--- src/hw/rtl/cfr_pkg.sv ---
// Shared types and constants for the COBS frame receiver.
// No dependencies; every other file in hw/rtl imports this package.
`timescale 1ns / 1ps

package cfr_pkg;

  typedef struct packed {
    logic [7:0]  rx_byte;
    logic [31:0] now_ms;
  } cfr_in_t;

  typedef struct packed {
    logic       status;
    logic [7:0] frame_type;
    logic [5:0] frame_length;
    logic [7:0] payload_byte;
    logic       last;
  } cfr_out_t;

  // Frame boundary events from the intake buffer
  typedef struct packed {
    logic frame_end;   // delimiter closes a collected, clean frame
    logic frame_drop;  // delimiter closes a frame marked for discard
  } cfr_evt_t;

  typedef enum logic [2:0] {
    ST_IDLE,
    ST_DEC,
    ST_CHECK,
    ST_ERR,
    ST_ZLEN,
    ST_PLD_RD,
    ST_PLD_OUT
  } cfr_state_t;

  localparam int unsigned CFG_AW = 3;
  localparam int unsigned CFG_DW = 32;

  localparam logic [CFG_AW-1:0] CFG_FRAME_TIMEOUT    = 3'd0;
  localparam logic [CFG_AW-1:0] CFG_PAYLOAD_CAPACITY = 3'd1;
  localparam logic [CFG_AW-1:0] CFG_REQUEST_TYPE     = 3'd2;
  localparam logic [CFG_AW-1:0] CFG_RESPONSE_TYPE    = 3'd3;
  localparam logic [CFG_AW-1:0] CFG_DIAGNOSTIC_TYPE  = 3'd4;
  localparam logic [CFG_AW-1:0] CFG_REQUEST_LEN      = 3'd5;
  localparam logic [CFG_AW-1:0] CFG_REPORT_LEN       = 3'd6;

  localparam logic [31:0] RST_FRAME_TIMEOUT    = 32'd1000;
  localparam logic [5:0]  RST_PAYLOAD_CAPACITY = 6'd32;
  localparam logic [7:0]  RST_REQUEST_TYPE     = 8'd1;
  localparam logic [7:0]  RST_RESPONSE_TYPE    = 8'd2;
  localparam logic [7:0]  RST_DIAGNOSTIC_TYPE  = 8'd3;
  localparam logic [5:0]  RST_REQUEST_LEN      = 6'd32;
  localparam logic [5:0]  RST_REPORT_LEN       = 6'd16;

  localparam logic [7:0] COBS_MAX_CODE = 8'd255;
  localparam logic [7:0] DIAG_LEN      = 8'd1;
  localparam logic       STATUS_OK     = 1'b0;
  localparam logic       STATUS_ERR    = 1'b1;

endpackage

--- src/hw/rtl/cfr_enc_buffer.sv ---
// Intake side of the COBS frame receiver: frame age, overflow and discard
// tracking, plus the encoded byte memory. Depends on cfr_pkg.
`timescale 1ns / 1ps

module cfr_enc_buffer
  import cfr_pkg::*;
#(
  parameter int unsigned ENCODED_DEPTH = 64,
  localparam int unsigned EAW = $clog2(ENCODED_DEPTH),
  localparam int unsigned FW  = $clog2(ENCODED_DEPTH + 1)
) (
  input  logic           clk,
  input  logic           rst_n,
  input  logic           in_fire,
  input  cfr_in_t        in_data,
  input  logic [31:0]    frame_timeout,
  input  logic [EAW-1:0] rd_addr,
  output logic [7:0]     rd_data,
  output cfr_evt_t       evt,
  output logic [FW-1:0]  fill_count
);

  logic [7:0]    enc_mem [ENCODED_DEPTH];
  logic [7:0]    rd_data_r;
  logic [FW-1:0] fill_r, fill_nxt;
  logic          discard_r, discard_nxt;
  logic [31:0]   start_r, start_nxt;
  logic [31:0]   age;
  logic          expired;
  logic          drop_now;
  logic          wr_en;

  always_comb begin
    age         = in_data.now_ms - start_r;
    expired     = (fill_r != '0) && (age >= frame_timeout);
    drop_now    = discard_r || expired;
    fill_nxt    = fill_r;
    discard_nxt = discard_r;
    start_nxt   = start_r;
    wr_en       = 1'b0;
    evt         = '0;
    if (in_fire) begin
      if (in_data.rx_byte != 8'd0) begin
        if ((fill_r == '0) && !drop_now) begin
          start_nxt = in_data.now_ms;
        end
        if (drop_now) begin
          discard_nxt = 1'b1;
        end else if (fill_r >= FW'(ENCODED_DEPTH)) begin
          // overflow: drop the byte and the rest of the frame
          discard_nxt = 1'b1;
        end else begin
          wr_en    = 1'b1;
          fill_nxt = fill_r + FW'(1);
        end
      end else begin
        fill_nxt       = '0;
        discard_nxt    = 1'b0;
        evt.frame_drop = drop_now;
        evt.frame_end  = !drop_now && (fill_r != '0);
      end
    end
  end

  always_ff @(posedge clk) begin
    if (!rst_n) begin
      fill_r    <= '0;
      discard_r <= 1'b0;
      start_r   <= '0;
    end else begin
      fill_r    <= fill_nxt;
      discard_r <= discard_nxt;
      start_r   <= start_nxt;
    end
  end

  always_ff @(posedge clk) begin
    if (wr_en) begin
      enc_mem[fill_r[EAW-1:0]] <= in_data.rx_byte;
    end
    rd_data_r <= enc_mem[rd_addr];
  end

  assign rd_data    = rd_data_r;
  assign fill_count = fill_r;

  a_fill_bound: assert property (@(posedge clk) disable iff (!rst_n)
    fill_r <= FW'(ENCODED_DEPTH))
    else $error("fill count beyond buffer depth");

  a_delim_clears: assert property (@(posedge clk) disable iff (!rst_n)
    in_fire && (in_data.rx_byte == 8'd0) |=> (fill_r == '0) && !discard_r)
    else $error("delimiter did not clear frame state");

endmodule

--- src/hw/rtl/cobs_frame_receiver_core.sv ---
// COBS frame receiver: one link byte per cycle in while idle; a delimiter is followed by
// a walk of the encoded memory (one read a cycle), a header check state, then a read
// state and an output state per payload byte through the decoded memory read port, plus any
// output stall. Input is held off from delimiter until the last result is registered.
// Reset clears config to defaults and frame state; memories are not cleared.
`timescale 1ns / 1ps

module cobs_frame_receiver_core
  import cfr_pkg::*;
#(
  parameter int unsigned MAX_PAYLOAD   = 32,
  parameter int unsigned ENCODED_DEPTH = 64
) (
  input  logic              clk,
  input  logic              rst_n,
  input  logic              in_valid,
  output logic              in_ready,
  input  cfr_in_t           in_data,
  output logic              out_valid,
  input  logic              out_ready,
  output cfr_out_t          out_data,
  input  logic              cfg_we,
  input  logic [CFG_AW-1:0] cfg_addr,
  input  logic [CFG_DW-1:0] cfg_wdata
);

  localparam int unsigned DEC_DEPTH = MAX_PAYLOAD + 2;
  localparam int unsigned DAW       = $clog2(DEC_DEPTH);
  localparam int unsigned NW        = $clog2(DEC_DEPTH + 1);
  localparam int unsigned EAW       = $clog2(ENCODED_DEPTH);
  localparam int unsigned FW        = $clog2(ENCODED_DEPTH + 1);

  // Configuration
  logic [31:0] frame_timeout_r;
  logic [5:0]  payload_capacity_r;
  logic [7:0]  request_type_r;
  logic [7:0]  response_type_r;
  logic [7:0]  diagnostic_type_r;
  logic [5:0]  request_len_r;
  logic [5:0]  report_len_r;

  always_ff @(posedge clk) begin
    if (!rst_n) begin
      frame_timeout_r    <= RST_FRAME_TIMEOUT;
      payload_capacity_r <= RST_PAYLOAD_CAPACITY;
      request_type_r     <= RST_REQUEST_TYPE;
      response_type_r    <= RST_RESPONSE_TYPE;
      diagnostic_type_r  <= RST_DIAGNOSTIC_TYPE;
      request_len_r      <= RST_REQUEST_LEN;
      report_len_r       <= RST_REPORT_LEN;
    end else if (cfg_we) begin
      case (cfg_addr)
        CFG_FRAME_TIMEOUT:    frame_timeout_r    <= cfg_wdata;
        CFG_PAYLOAD_CAPACITY: payload_capacity_r <= cfg_wdata[5:0];
        CFG_REQUEST_TYPE:     request_type_r     <= cfg_wdata[7:0];
        CFG_RESPONSE_TYPE:    response_type_r    <= cfg_wdata[7:0];
        CFG_DIAGNOSTIC_TYPE:  diagnostic_type_r  <= cfg_wdata[7:0];
        CFG_REQUEST_LEN:      request_len_r      <= cfg_wdata[5:0];
        CFG_REPORT_LEN:       report_len_r       <= cfg_wdata[5:0];
        default: ;
      endcase
    end
  end

  // Intake and encoded memory
  cfr_evt_t       evt;
  logic [FW-1:0]  fill_count;
  logic [EAW-1:0] enc_raddr;
  logic [7:0]     enc_q;
  logic           in_fire;

  cfr_state_t state_r, state_nxt;

  assign in_ready = (state_r == ST_IDLE);
  assign in_fire  = in_valid && in_ready;

  cfr_enc_buffer #(
    .ENCODED_DEPTH(ENCODED_DEPTH)
  ) u_enc_buffer (
    .clk          (clk),
    .rst_n        (rst_n),
    .in_fire      (in_fire),
    .in_data      (in_data),
    .frame_timeout(frame_timeout_r),
    .rd_addr      (enc_raddr),
    .rd_data      (enc_q),
    .evt          (evt),
    .fill_count   (fill_count)
  );

  // Decode and emit datapath
  logic [FW-1:0] used_r, used_nxt;
  logic [FW-1:0] i_r, i_nxt;
  logic [NW-1:0] n_r, n_nxt;
  logic [NW-1:0] k_r, k_nxt;
  logic [7:0]    cnt_r, cnt_nxt;
  logic [7:0]    prev_code_r, prev_code_nxt;
  logic          first_r, first_nxt;
  logic [7:0]    typ_r, typ_nxt;
  logic [7:0]    len_r, len_nxt;
  logic          out_valid_r, out_valid_nxt;
  cfr_out_t      out_data_r, out_data_nxt;

  logic [7:0]    dec_mem [DEC_DEPTH];
  logic [7:0]    dec_q;
  logic          dec_we;
  logic [7:0]    dec_wdata;
  logic          dec_re;
  logic [DAW-1:0] dec_raddr;

  logic [6:0]    req_clamp;
  logic [NW-1:0] bound;
  logic [FW-1:0] rem;
  logic          at_end;
  logic          dec_err;
  logic          dec_done;
  logic          type_match;
  logic          hdr_ok;
  logic          slot_free;
  logic          pld_last;

  assign req_clamp = ({1'b0, request_len_r} > 7'(MAX_PAYLOAD)) ? 7'(MAX_PAYLOAD)
                                                                : {1'b0, request_len_r};
  assign bound     = NW'(req_clamp) + NW'(2);
  assign slot_free = !out_valid_r || out_ready;
  assign pld_last  = ((8'(k_r) + 8'd1) == len_r);

  assign type_match = ((typ_r == request_type_r)    && (len_r == {2'b00, request_len_r})) ||
                      ((typ_r == response_type_r)   && (len_r == {2'b00, report_len_r}))  ||
                      ((typ_r == diagnostic_type_r) && (len_r == DIAG_LEN));
  assign hdr_ok = (n_r >= NW'(2)) &&
                  ({1'b0, len_r} == (9'(n_r) - 9'd2)) &&
                  ({2'b00, payload_capacity_r} >= len_r) &&
                  type_match;

  // Next state
  always_comb begin
    state_nxt = state_r;
    case (state_r)
      ST_IDLE: begin
        if (evt.frame_drop) begin
          state_nxt = ST_ERR;
        end else if (evt.frame_end) begin
          state_nxt = ST_DEC;
        end
      end
      ST_DEC: begin
        if (dec_err) begin
          state_nxt = ST_ERR;
        end else if (dec_done) begin
          state_nxt = ST_CHECK;
        end
      end
      ST_CHECK: begin
        if (!hdr_ok) begin
          state_nxt = ST_ERR;
        end else if (len_r == 8'd0) begin
          state_nxt = ST_ZLEN;
        end else begin
          state_nxt = ST_PLD_RD;
        end
      end
      ST_ERR, ST_ZLEN: begin
        if (slot_free) begin
          state_nxt = ST_IDLE;
        end
      end
      ST_PLD_RD: state_nxt = ST_PLD_OUT;
      ST_PLD_OUT: begin
        if (slot_free) begin
          state_nxt = pld_last ? ST_IDLE : ST_PLD_RD;
        end
      end
      default: state_nxt = ST_IDLE;
    endcase
  end

  // Datapath and outputs
  always_comb begin
    used_nxt      = used_r;
    i_nxt         = i_r;
    n_nxt         = n_r;
    k_nxt         = k_r;
    cnt_nxt       = cnt_r;
    prev_code_nxt = prev_code_r;
    first_nxt     = first_r;
    typ_nxt       = typ_r;
    len_nxt       = len_r;
    out_data_nxt  = out_data_r;
    out_valid_nxt = out_valid_r && !out_ready;
    dec_we        = 1'b0;
    dec_wdata     = 8'd0;
    dec_err       = 1'b0;
    dec_done      = 1'b0;
    rem           = used_r - i_r - FW'(1);
    at_end        = ((i_r + FW'(1)) == used_r);
    dec_re        = (state_r == ST_PLD_RD);
    dec_raddr     = DAW'(k_r + NW'(2));
    enc_raddr     = '0;

    case (state_r)
      ST_IDLE: begin
        if (evt.frame_end) begin
          used_nxt  = fill_count;
          i_nxt     = '0;
          n_nxt     = '0;
          cnt_nxt   = 8'd0;
          first_nxt = 1'b1;
        end
      end
      ST_DEC: begin
        // enc_q holds the byte at i_r; fetch the next one
        i_nxt     = i_r + FW'(1);
        enc_raddr = i_nxt[EAW-1:0];
        if (cnt_r == 8'd0) begin
          // code byte: first close the previous group with its zero, unless that code was 255
          if (!first_r && (prev_code_r != COBS_MAX_CODE)) begin
            if (n_r >= bound) begin
              dec_err = 1'b1;
            end else begin
              dec_we    = 1'b1;
              dec_wdata = 8'd0;
            end
          end
          if ((enc_q == 8'd0) || (10'(enc_q - 8'd1) > 10'(rem))) begin
            dec_err = 1'b1;
          end
          cnt_nxt       = enc_q - 8'd1;
          prev_code_nxt = enc_q;
          first_nxt     = 1'b0;
        end else begin
          if (n_r >= bound) begin
            dec_err = 1'b1;
          end else begin
            dec_we    = 1'b1;
            dec_wdata = enc_q;
          end
          cnt_nxt = cnt_r - 8'd1;
        end
        if (dec_we) begin
          n_nxt = n_r + NW'(1);
          if (n_r == NW'(0)) begin
            typ_nxt = dec_wdata;
          end
          if (n_r == NW'(1)) begin
            len_nxt = dec_wdata;
          end
        end
        dec_done = at_end && !dec_err;
      end
      ST_CHECK: begin
        k_nxt = '0;
      end
      ST_ERR: begin
        if (slot_free) begin
          out_valid_nxt             = 1'b1;
          out_data_nxt.status       = STATUS_ERR;
          out_data_nxt.frame_type   = 8'd0;
          out_data_nxt.frame_length = 6'd0;
          out_data_nxt.payload_byte = 8'd0;
          out_data_nxt.last         = 1'b1;
        end
      end
      ST_ZLEN: begin
        if (slot_free) begin
          out_valid_nxt             = 1'b1;
          out_data_nxt.status       = STATUS_OK;
          out_data_nxt.frame_type   = typ_r;
          out_data_nxt.frame_length = 6'd0;
          out_data_nxt.payload_byte = 8'd0;
          out_data_nxt.last         = 1'b1;
        end
      end
      ST_PLD_OUT: begin
        if (slot_free) begin
          out_valid_nxt             = 1'b1;
          out_data_nxt.status       = STATUS_OK;
          out_data_nxt.frame_type   = typ_r;
          out_data_nxt.frame_length = len_r[5:0];
          out_data_nxt.payload_byte = dec_q;
          out_data_nxt.last         = pld_last;
          k_nxt                     = k_r + NW'(1);
        end
      end
      default: ;
    endcase
  end

  always_ff @(posedge clk) begin
    if (!rst_n) begin
      state_r     <= ST_IDLE;
      out_valid_r <= 1'b0;
    end else begin
      state_r     <= state_nxt;
      out_valid_r <= out_valid_nxt;
    end
  end

  always_ff @(posedge clk) begin
    used_r      <= used_nxt;
    i_r         <= i_nxt;
    n_r         <= n_nxt;
    k_r         <= k_nxt;
    cnt_r       <= cnt_nxt;
    prev_code_r <= prev_code_nxt;
    first_r     <= first_nxt;
    typ_r       <= typ_nxt;
    len_r       <= len_nxt;
    out_data_r  <= out_data_nxt;
  end

  always_ff @(posedge clk) begin
    if (dec_we) begin
      dec_mem[n_r[DAW-1:0]] <= dec_wdata;
    end
    if (dec_re) begin
      dec_q <= dec_mem[dec_raddr];
    end
  end

  assign out_valid = out_valid_r;
  assign out_data  = out_data_r;

  a_dec_bound: assert property (@(posedge clk) disable iff (!rst_n)
    (state_r == ST_DEC) |-> (n_r <= bound))
    else $error("decoded size past bound");

  a_dec_index: assert property (@(posedge clk) disable iff (!rst_n)
    (state_r == ST_DEC) |-> (i_r < used_r))
    else $error("decode walk past end of frame");

  a_pld_index: assert property (@(posedge clk) disable iff (!rst_n)
    (state_r == ST_PLD_OUT) |-> (8'(k_r) < len_r))
    else $error("payload index past frame length");

  a_err_path: assert property (@(posedge clk) disable iff (!rst_n)
    (state_r == ST_DEC) && dec_err |=> (state_r == ST_ERR))
    else $error("decode error did not lead to error transfer");

endmodule

--- config.mk ---
export PLATFORM = sky130hd
export DESIGN_NAME = cobs_frame_receiver_core
export DESIGN_NICKNAME = d
export VERILOG_FILES = /design/src/hw/rtl/cfr_pkg.sv /design/src/hw/rtl/cfr_enc_buffer.sv /design/src/hw/rtl/cobs_frame_receiver_core.sv
export SDC_FILE = /design/constraint.sdc
export NUM_CORES = 1
export LEC_CHECK = 0
export BUFFER_PORTS_ARGS = -buffer_cell sky130_fd_sc_hd__buf_4
export CORE_UTILIZATION = 45
export DETAILED_ROUTE_END_ITERATION = 8
export PLACE_DENSITY_LB_ADDON = 0.3
export SLEW_MARGIN = 15
export SYNTH_ARGS = -nofsm -noshare
export SYNTH_HDL_FRONTEND = slang
export SYNTH_SLANG_ARGS = --single-unit
--- constraint.sdc ---
create_clock -name clk -period 14.05 [get_ports clk]
set_input_delay 1.405 -clock clk [delete_from_list [all_inputs] [get_ports clk]]
set_output_delay 1.405 -clock clk [all_outputs]
set_load 0.02 [all_outputs]
Word-level counts from Yosys, hierarchy flattened
Memories as Yosys holds them, arrays and structs flattened. A register that Yosys moved wholly into a read port is not among the register bits. Index checks and enable logic that the tools add are counted. W data, S select, Z words.

Register bits after elaboration: 201. Memory bits (writable): 784. Output and inout bits: 26. Logic and storage cells: 203. Memories kept: 2.

$add $sub $neg: 14. $lt $le $gt $ge: 7. Eq/ne operators: 35. Multiplexer cells: 62. Reduce and logical (&&, ||, !) cells: 57.

Memories: u_enc_buffer.enc_mem (words 64, bits a word 8, read ports 1, clocked after memory_dff 1, write ports 1, RTL line cfr_enc_buffer.sv:23) `logic [7:0] enc_mem [ENCODED_DEPTH];`; dec_mem (words 34, bits a word 8, read ports 1, clocked after memory_dff 1, write ports 1, RTL line cobs_frame_receiver_core.sv:104) `logic [7:0] dec_mem [DEC_DEPTH];`.

Operators with widths (count): $mux W24 (3); $pmux W24 S3 (1); $mux W8 (5); $ge A32 B32 Y1 (1); $sub A32 B32 Y32 (1); $mux W6 (5); $mux W1 (28); $mux W7 (4); $eq A8 B8 Y1 (3); $logic_not A8 Y1 (3); $mux W3 (8); $pmux W6 S2 (2); $reduce_and A2 Y1 (12); $eq A3 B3 Y1 const B (6); $pmux W3 S6 (1); $reduce_and A3 Y1 (6); $eq A8 B6 Y1 (2); $ne A2 B2 Y1 const B (8); $pmux W8 S2 (1); $sub A8 B1 Y8 const B (2); $add A7 B1 Y7 const B (2); $pmux W7 S2 (1); $logic_and A1 B1 Y1 (13); $add A6 B1 Y6 const B (2); other kinds (38) (55).

Longest topological paths before layout
Gate-level depths: netlist of run 1.

Word-level depth: 15. Mapped depth: 25. Depth with buffers taken out: 23.

Cells and area by module
A second synthesis of run 1 with hierarchy kept.

Cell total of the unflattened synthesis: 2678. Area total of the unflattened synthesis: 42868.6 sq um.

By module, submodules not included: cfr_enc_buffer (times used 1, cells an instance 1377, area an instance 23909.2 sq um, sequential area each 16335.7 sq um); cobs_frame_receiver_core (times used 1, cells an instance 1301, area an instance 18959.4 sq um, sequential area each 12462.0 sq um).

Least setup slack after synthesis of run 1
OpenSTA, ideal clock, no wires.

Path type: in2reg. Start: input in_data[0] in the netlist's numbering. End: memory u_enc_buffer.enc_mem[24][0] (enable). Setup time: 395 ps. Arrival: 6523 ps. Data required time: 13655 ps. Setup slack: 7133 ps. Cell stages on the path: 22. Buffers on the path: 1. Cells stage by stage: inv_1 -> ha_1 -> inv_1 -> fa_1 -> a21o_1 -> a221oi_1 -> o21ai_1 -> a211o_1 -> a311oi_1 -> o21ai_1 -> a31o_2 -> a21oi_1 -> xnor2_1 -> ha_1 -> a21o_1 -> a221oi_1 -> o21ai_0 -> a221oi_1 -> o31a_1 -> o21ai_1 -> clkbuf_1 -> nor4_1.

Longest elaborated chain between the ends: 9.

RTL lines: start, declared (RTL line cobs_frame_receiver_core.sv:18) `input cfr_in_t in_data,`; $sub A32 B32 Y32 (RTL line cfr_enc_buffer.sv:34) `age = in_data.now_ms - start_r;`; $ge A32 B32 Y1 (RTL line cfr_enc_buffer.sv:35) `expired = (fill_r != '0) && (age >= frame_timeout);`; $logic_and A1 B1 Y1 (RTL line cfr_enc_buffer.sv:35); $logic_or A1 B1 Y1 (RTL line cfr_enc_buffer.sv:36) `drop_now = discard_r || expired;`; $mux W1 (RTL line cfr_enc_buffer.sv:47) `if (drop_now) begin`; $mux W1 (RTL line cfr_enc_buffer.sv:43) `if (in_data.rx_byte != 8'd0) begin`; $mux W1 (RTL line cfr_enc_buffer.sv:42) `if (in_fire) begin`; $mux W1 (RTL line cfr_enc_buffer.sv:78) `if (wr_en) begin`; $mux W1 (not written as such) (RTL line cfr_enc_buffer.sv:79) `enc_mem[fill_r[EAW-1:0]] <= in_data.rx_byte;`; end, declared (RTL line cfr_enc_buffer.sv:23).

No other way between the ends.

Final worst setup path of run 1
Start: input in_data[0] in the netlist's numbering. End: memory u_enc_buffer.enc_mem[23][2] (enable).

Same word-level chain as after synthesis.

==> results of run 1 <==
==> cell usage after synthesis, drive strengths merged, types with 6 or more instances <==
cell      n
xor2     59
a31oi    32
mux2i    83
o21a      7
dfxtp   126
or3      30
mux2     20
a211oi   74
xnor2    63
o21ai   109
nand4    18
mux4    113
o221ai   45
o31ai     6
buf      39
a211o     7
edfxtp  875
a221oi   13
nor3     39
and2     21
nand2   283
a21oi   168
and3     38
ha      105
inv     111
nand3    47
nor4     16
o22ai    18
o211ai   31
nor2    200
a21o     35
o311ai   14
clkbuf  141
nor2b    38
nand2b   14
==> cell usage in the layout (no fill, tap or decap), types with 14 or more instances in the layout <==
cell type / instances
edfxtp_1: 875
o211ai_1: 31
and2_1: 19
o22ai_1: 18
dfxtp_1: 126
a31oi_1: 32
a21oi_1: 168
a211oi_1: 74
nand3_1: 47
mux2_2: 20
clkinv_2: 17
and3_1: 38
o221ai_1: 45
nor3_1: 38
o21ai_0: 106
nor2_1: 198
clkbuf_1: 15
mux4_2: 113
mux2i_1: 83
clkbuf_16: 102
nor2b_1: 38
o311ai_0: 14
ha_1: 104
xor2_1: 58
xnor2_1: 60
inv_1: 108
clkinv_1: 22
or3_1: 30
nand4_1: 18
nand2_1: 282
nand2b_1: 14
a21o_1: 35
buf_4: 157
==> layer usage <==
metal  part of all wire [%]  GRT usage [%]  vias to the layer above  wire, um
met5                  0.012              0                        -        13
met4                    3.1          7.164                        2      3332
met3                    6.9          3.517                      207      7481
met2                     47          35.76                     1018     51730
met1                     43          31.22                    13090     46420
li1                       -              -                    11970         -
==> metrics by stage <==
stage | std cells | setup slack, ps
after global placement | 4338 | 6261
after global routing | 4521 | 6204
final | 4521 | 6754
after CTS | 4521 | 6787
after floorplan | 3096 | 7133
after detailed placement | 4338 | 6116
==> path summary, 6_finish.rpt <==
| path | from | to | depth (start not counted) |
|---|---|---|---|
| max | in_data[0] | u_enc_buffer.enc_mem[23][2] | 25 |
| min | u_enc_buffer.start_r[26] | u_enc_buffer.start_r[26] | 2 |
| max reg2reg | u_enc_buffer.start_r[0] | u_enc_buffer.enc_mem[23][2] | 23 |
| min reg2reg | u_enc_buffer.start_r[26] | u_enc_buffer.start_r[26] | 2 |
==> cell families after synthesis <==
group | share of synthesized area, %
compound gates | 8.891
xor+xnor | 2.468
fa+ha+maj | 3.126
buf+inv | 2.566
flops | 66.50
mux | 8.316
simple gates | 8.128
==> report_power, final <==
group,total (mW),switching (mW),internal [mW]
sequential,3.54,0.113,3.43
combinational,2.52,1.63,0.898
clock,2.59,1.12,1.46
total,8.65,2.86,5.79
==> critical path: stages <==
cell and delay [ps]:
buf_4 110, inv_1 50, ha_1 150, inv_1 50
fa_1 390, a21o_1 190, a221oi_1 390, o21ai_1 230
a211o_1 420, a311oi_1 390, o21ai_1 150, a31o_2 260
a21oi_1 180, xnor2_1 160, ha_1 280, nand4_1 110
nor3_1 70, a221oi_1 280, o21ai_0 130, a221oi_1 330
o31a_1 260, o21ai_1 70, buf_4 250, or4_1 660
nor2_1 610
==> state kept, by name, summed over array words and instances (netlist names), 7 cells and up <==
register                 flops
dec_mem                    272
dec_q                        8
i_r                          7
frame_timeout_r             32
diagnostic_type_r            8
out_data                    24
prev_code_r                  8
typ_r                        8
u_enc_buffer.start_r        32
u_enc_buffer.rd_data         8
len_r                        8
u_enc_buffer.enc_mem       512
request_type_r               8
used_r                       7
cnt_r                        8
u_enc_buffer.fill_count      7
response_type_r              8
==> cell type report <==
type | count | area [um^2]
clock buffers | 120 | 2633
well taps | 1265 | 1583
multi-input cells | 1804 | 13500
flip-flops and latches | 1001 | 28800
fillers | 7915 | 46530
clock inverters | 63 | 514.2
inverters | 111 | 417.9
repair buffers | 157 | 1179
==> results.yml, run 1 <==
synthesis:
  seq_area_frac_synth_pct: 66.50
  synth_top_cell_by_area: "edfxtp_1"
  syn-cell-area_mm2: 0.04330
  synthTopCellsByArea: "edfxtp_1, mux4_2, dfxtp_1"
  synth.top_cell.area_share_pct: 60.68
  ys_warn_count: 0
  syn_inst: 3096
  avgSynthCellArea_um2: 13.99
  synth_ff_type: "edfxtp_1"
  synth_nets: 3283
  ys_async_sr_fraction_pct: 0
  synth_edf_count: 875
  ys_seq_elements: 1001
  synth_cell_types: 69
global_routing:
  groute.usage.overall_pct: 22.32
  grt_first_pass_wirelength_um: 164000
  grt.overflow.total: 0
  grt_max_degree: 98
  grt_pass1_vias: 25840
  antenna_found_initial: 1
placed_design:
  placed_cell_area_mm2: 0.04547
  io_buffers: 105
  gp_congestion: 0.8486
  dp_hpwl_um: 68900
detailed_routing:
  wl_per_cell_um: 24.10
  first_pass_iters: 6
  drt_first_iter_violations: 3117
  ant_nets: 0
  routed_via_density: 5.814
  drt-total-wl_um: 109000
  num_vias: 26290
  route.detailed.drc: 0
timing:
  worst_pin_slew_ps: 1136
  hold_slack_ps: 453.1
  fmax_mhz: 137.1
  relSlewSlack_pct: 23.99
  hold_viol: 0
  slew_violations: 0
  period_share_pct: 51.93
  rsz0062_at_grt: "no"
  fin_worst_skew_ps: 27.18
  finalCriticalPeriod_ps: 7296
  setup-tns-final_ps: 0
  setup_viol: 0
floorplanning:
  initial_utilization_pct: 45.51
  fp.dieH_um: 312.2
  coreArea_mm2: 0.09515
  die_w_um: 312.2
  pin_count: 106
  fp.dieArea_mm2: 0.09747
  std_cell_rows: 113
layout:
  post-route-cell-area_mm2: 0.04862
  num_antenna_cells: 0
  area_growth_pct: 12.28
  nets: 3360
  drive_gt1_share_pct: 14.19
  finalCoreUtilization_pct: 51.10
clock_tree:
  clock_path_buffers: 3
  clk_latency_ps: 690
  cts_max_level: 3
  cts_setup_buffers: 0
  holdBufCountCts: 0
  cts_tree: "built"
  cts_made_buffers: 98
  clock_sinks: 1001
  ctsRootBufferMaster: "clkbuf_16"
  cts_resized: 0
  clk_pin_slew_ps: 60
run:
  cap_violations: 0
min_path:
  hp-class: "reg -> reg"
setup_path:
  endpoint_kind: "flop"
  start_kind: "input port"
  cp.required_ps: 14360
  setup.worst_path.class: "in -> reg"
  arrival_ps: 7610
  critPathMaxFanout: 17
  r2r_slack_ps: 7310
power_and_ir_drop:
  leakage_nw: 16.46
  power_mw: 8.654
  ir_worst_vdd_mv: 0.1149
  power_density_mw_per_mm2: 178.0
outcome:
  status: "complete, no violations"
Note: power is estimated with default switching activity, not from simulation.
==> run 2: changes to the inputs <==
--- a/config.mk
+++ b/config.mk
@@ -5,6 +5,7 @@
 export SDC_FILE = /design/constraint.sdc
 export NUM_CORES = 1
 export LEC_CHECK = 0
+export ABC_AREA = 1
 export BUFFER_PORTS_ARGS = -buffer_cell sky130_fd_sc_hd__buf_4
 export CORE_UTILIZATION = 45
 export DETAILED_ROUTE_END_ITERATION = 8
==> constraint.sdc (replaced) <==
create_clock -name clk -period 6.7 [get_ports clk]
set_input_delay 0.67 -clock clk [delete_from_list [all_inputs] [get_ports clk]]
set_output_delay 0.67 -clock clk [all_outputs]
set_load 0.02 [all_outputs]
==> results.yml, run 2 <==
floorplanning:
  coreArea_mm2: 0.09671
  fp.dieArea_mm2: 0.09890
  initial_utilization_pct: 45.44
  fp.dieH_um: 314.5
  pin_count: 106
  std_cell_rows: 114
  die_w_um: 314.5
layout:
  drive_gt1_share_pct: 9.875
  largest_reg_flops: 512
  num_antenna_cells: 0
  nets: 4092
  area_growth_pct: 12.84
  seq_area_mm2: 0.02880
  final-instance-count-excl-fill: 5266
  fillers: 8425
  final_common_cell: "edfxtp_1"
  final_cell_mix: "edfxtp_1, nor2_1, nand2_1"
  finalCoreUtilization_pct: 51.27
  multiInputGateArea_mm2: 0.01333
  post-route-cell-area_mm2: 0.04958
detailed_routing:
  wl_per_cell_um: 21.67
  routed_via_density: 5.696
  drt-total-wl_um: 114100
  num_vias: 30000
  route.detailed.drc: 0
  drt_first_iter_violations: 3162
  first_pass_iters: 6
  ant_nets: 0
min_path:
  min_from: "cfg_wdata[9]"
  worstHoldEndpoint: "frame_timeout_r[9]"
  hp-class: "in -> reg"
  min_path_cells: 3
synthesis:
  synth_nets: 4005
  syn_inst: 3818
  ys_async_sr_fraction_pct: 0
  ys_seq_elements: 1001
  synth_top_cell_by_area: "edfxtp_1"
  synthTopCellsByArea: "edfxtp_1, dfxtp_1, nor2_1"
  avgSynthCellArea_um2: 11.51
  yosysMostFrequentCell: "edfxtp_1"
  synth_common_cells: "edfxtp_1, nor2_1, nand2_1"
  synth_edf_count: 875
  seq_area_frac_synth_pct: 65.54
  synth_cell_types: 57
  synth_ff_type: "edfxtp_1"
  ys_warn_count: 0
  syn-cell-area_mm2: 0.04394
  synth.top_cell.area_share_pct: 59.80
setup_path:
  setup.worst_path.class: "reg -> reg"
  rr_worst_depth: 23
  cp.required_ps: 7020
  r2r_end: "u_enc_buffer.enc_mem[16][5]"
  endpoint_kind: "flop"
  timing.rr.start: "u_enc_buffer.start_r[2]"
  arrival_ps: 5390
  critPathMaxFanout: 8
  start_kind: "flop"
  r2r_slack_ps: 1630
timing:
  fmax_mhz: 197.3
  hold_viol: 0
  worst_slack_ps: 1632
  slew_violations: 0
  finalCriticalPeriod_ps: 5068
  worst_pin_slew_ps: 1118
  period_share_pct: 75.65
  setup_viol: 0
  fin_worst_skew_ps: 34.02
  relSlewSlack_pct: 24.90
  setup-tns-final_ps: 0
  hold_slack_ps: 219.5
  rsz0062_at_grt: "no"
placed_design:
  dp_slack_ps: 1165
  dp_hpwl_um: 71190
  io_buffers: 105
  gp_congestion: 0.9026
  placed_cells: 5076
  placed_cell_area_mm2: 0.04602
global_routing:
  antenna_found_initial: 0
  grt_pass1_vias: 28610
  grt.overflow.total: 0
  grt_max_degree: 104
  grt_first_pass_wirelength_um: 172400
  groute.usage.overall_pct: 22.79
power_and_ir_drop:
  leakage_nw: 17.38
  switching_share_pct: 34.22
  p_int_mw: 12.46
  power_mw: 18.94
  seq_power_share_pct: 39.5
  ir_worst_vdd_mv: 0.2489
  power_density_mw_per_mm2: 381.9
  clock_power_share_pct: 31.7
  p_switching_mw: 6.481
  p_comb_share_pct: 28.8
clock_tree:
  clk_latency_ps: 700
  cts_setup_buffers: 0
  clk_pin_slew_ps: 60
  ctsRootBufferMaster: "clkbuf_16"
  cts_made_buffers: 103
  clock_path_buffers: 3
  holdBufCountCts: 0
  cts_resized: 0
  cts_tree: "built"
  clock_sinks: 1001
  cts_max_level: 3
outcome:
  status: "complete, no violations"
run:
  cap_violations: 0
-- run 2: cell types whose count changed in the layout (fill, tap and decap cells not counted), moves of 72 or more --
| cell | change |
|---|---|
| nor2_1 | +357 |
| o21ai_0 | +201 |
| nand3_1 | +160 |
| inv_1 | +140 |
| mux4_2 | -113 |
| nand2_1 | +76 |
| a211oi_1 | -72 |
| o221ai_1 | +72 |
-- run 2: layout make-up --
type	count	share of cell area, %
timing repair buffer	171	2.614
multi-input combinational	2362	26.89
sequential	1001	58.08
inverter	266	2.026
clock inverter	68	1.726
clock buffer	122	5.448
tap	1276	3.220
-- run 2: power by group through the flow --
stage,sequential (mW),clock (mW),combinational (mW)
5_1_grt,7.51,6.30,6.02
6_report,7.48,5.99,5.46
4_1_cts,7.48,6.06,5.42
2_1_floorplan,7.58,0,3.64
3_3_place_gp,7.60,0,5.33
3_5_place_dp,7.61,0,5.38
-- run 2: worst max path at each step --
stage	from	endpoint	cells past startpoint	slack, ps
global route	u_enc_buffer.start_r[2]	u_enc_buffer.enc_mem[16][6]	23	1070
floorplan	in_data[0]	u_enc_buffer.enc_mem[26][0]	30	2130
finish	u_enc_buffer.start_r[2]	u_enc_buffer.enc_mem[16][5]	23	1630
global placement	in_data[2]	u_enc_buffer.enc_mem[16][3]	23	1260
CTS	u_enc_buffer.start_r[2]	u_enc_buffer.enc_mem[16][5]	23	1620
detailed placement	in_data[2]	u_enc_buffer.enc_mem[16][7]	23	1170
-- run 2: kinds of logic (layout without fill, tap and decap cells) --
kind of cell | count (synthesis) | count (layout) | share of synthesized area [%]
buf+inv | 455 | 627 | 4.268
mux | 54 | 54 | 1.230
xor+xnor | 71 | 71 | 1.415
compound gates | 856 | 856 | 11.97
flops | 1001 | 1001 | 65.54
fa+ha+maj | 107 | 107 | 3.081
simple gates | 1274 | 1274 | 12.50
-- run 2: per-layer routing --
layer  vias up  GRT usage (%)  share of wire, %
met4         0          7.624               3.0
met1     14570          31.71                43
met5         -              0                 0
met3       208          3.920               7.6
met2      1210          36.20                47
li1      14010              -                 -
-- run 2: worst max-delay path, cell delays in order, from the launching register on --
cell and delay (ps):
dfxtp_1 310, inv_1 50, ha_1 330, a21oi_1 160, nand2_1 90, a21oi_1 290, o21bai_1 190, a21boi_0 280
o21ai_0 180, a21oi_1 200, xnor2_1 150, ha_1 280, a21oi_1 140, o21ai_0 100, nand2_1 70, a21oi_1 60
nor2_1 150, nand2_1 100, nand2_1 140, nand4_4 160, nor2_4 250, buf_4 210, nand4_4 210, nor2_1 610
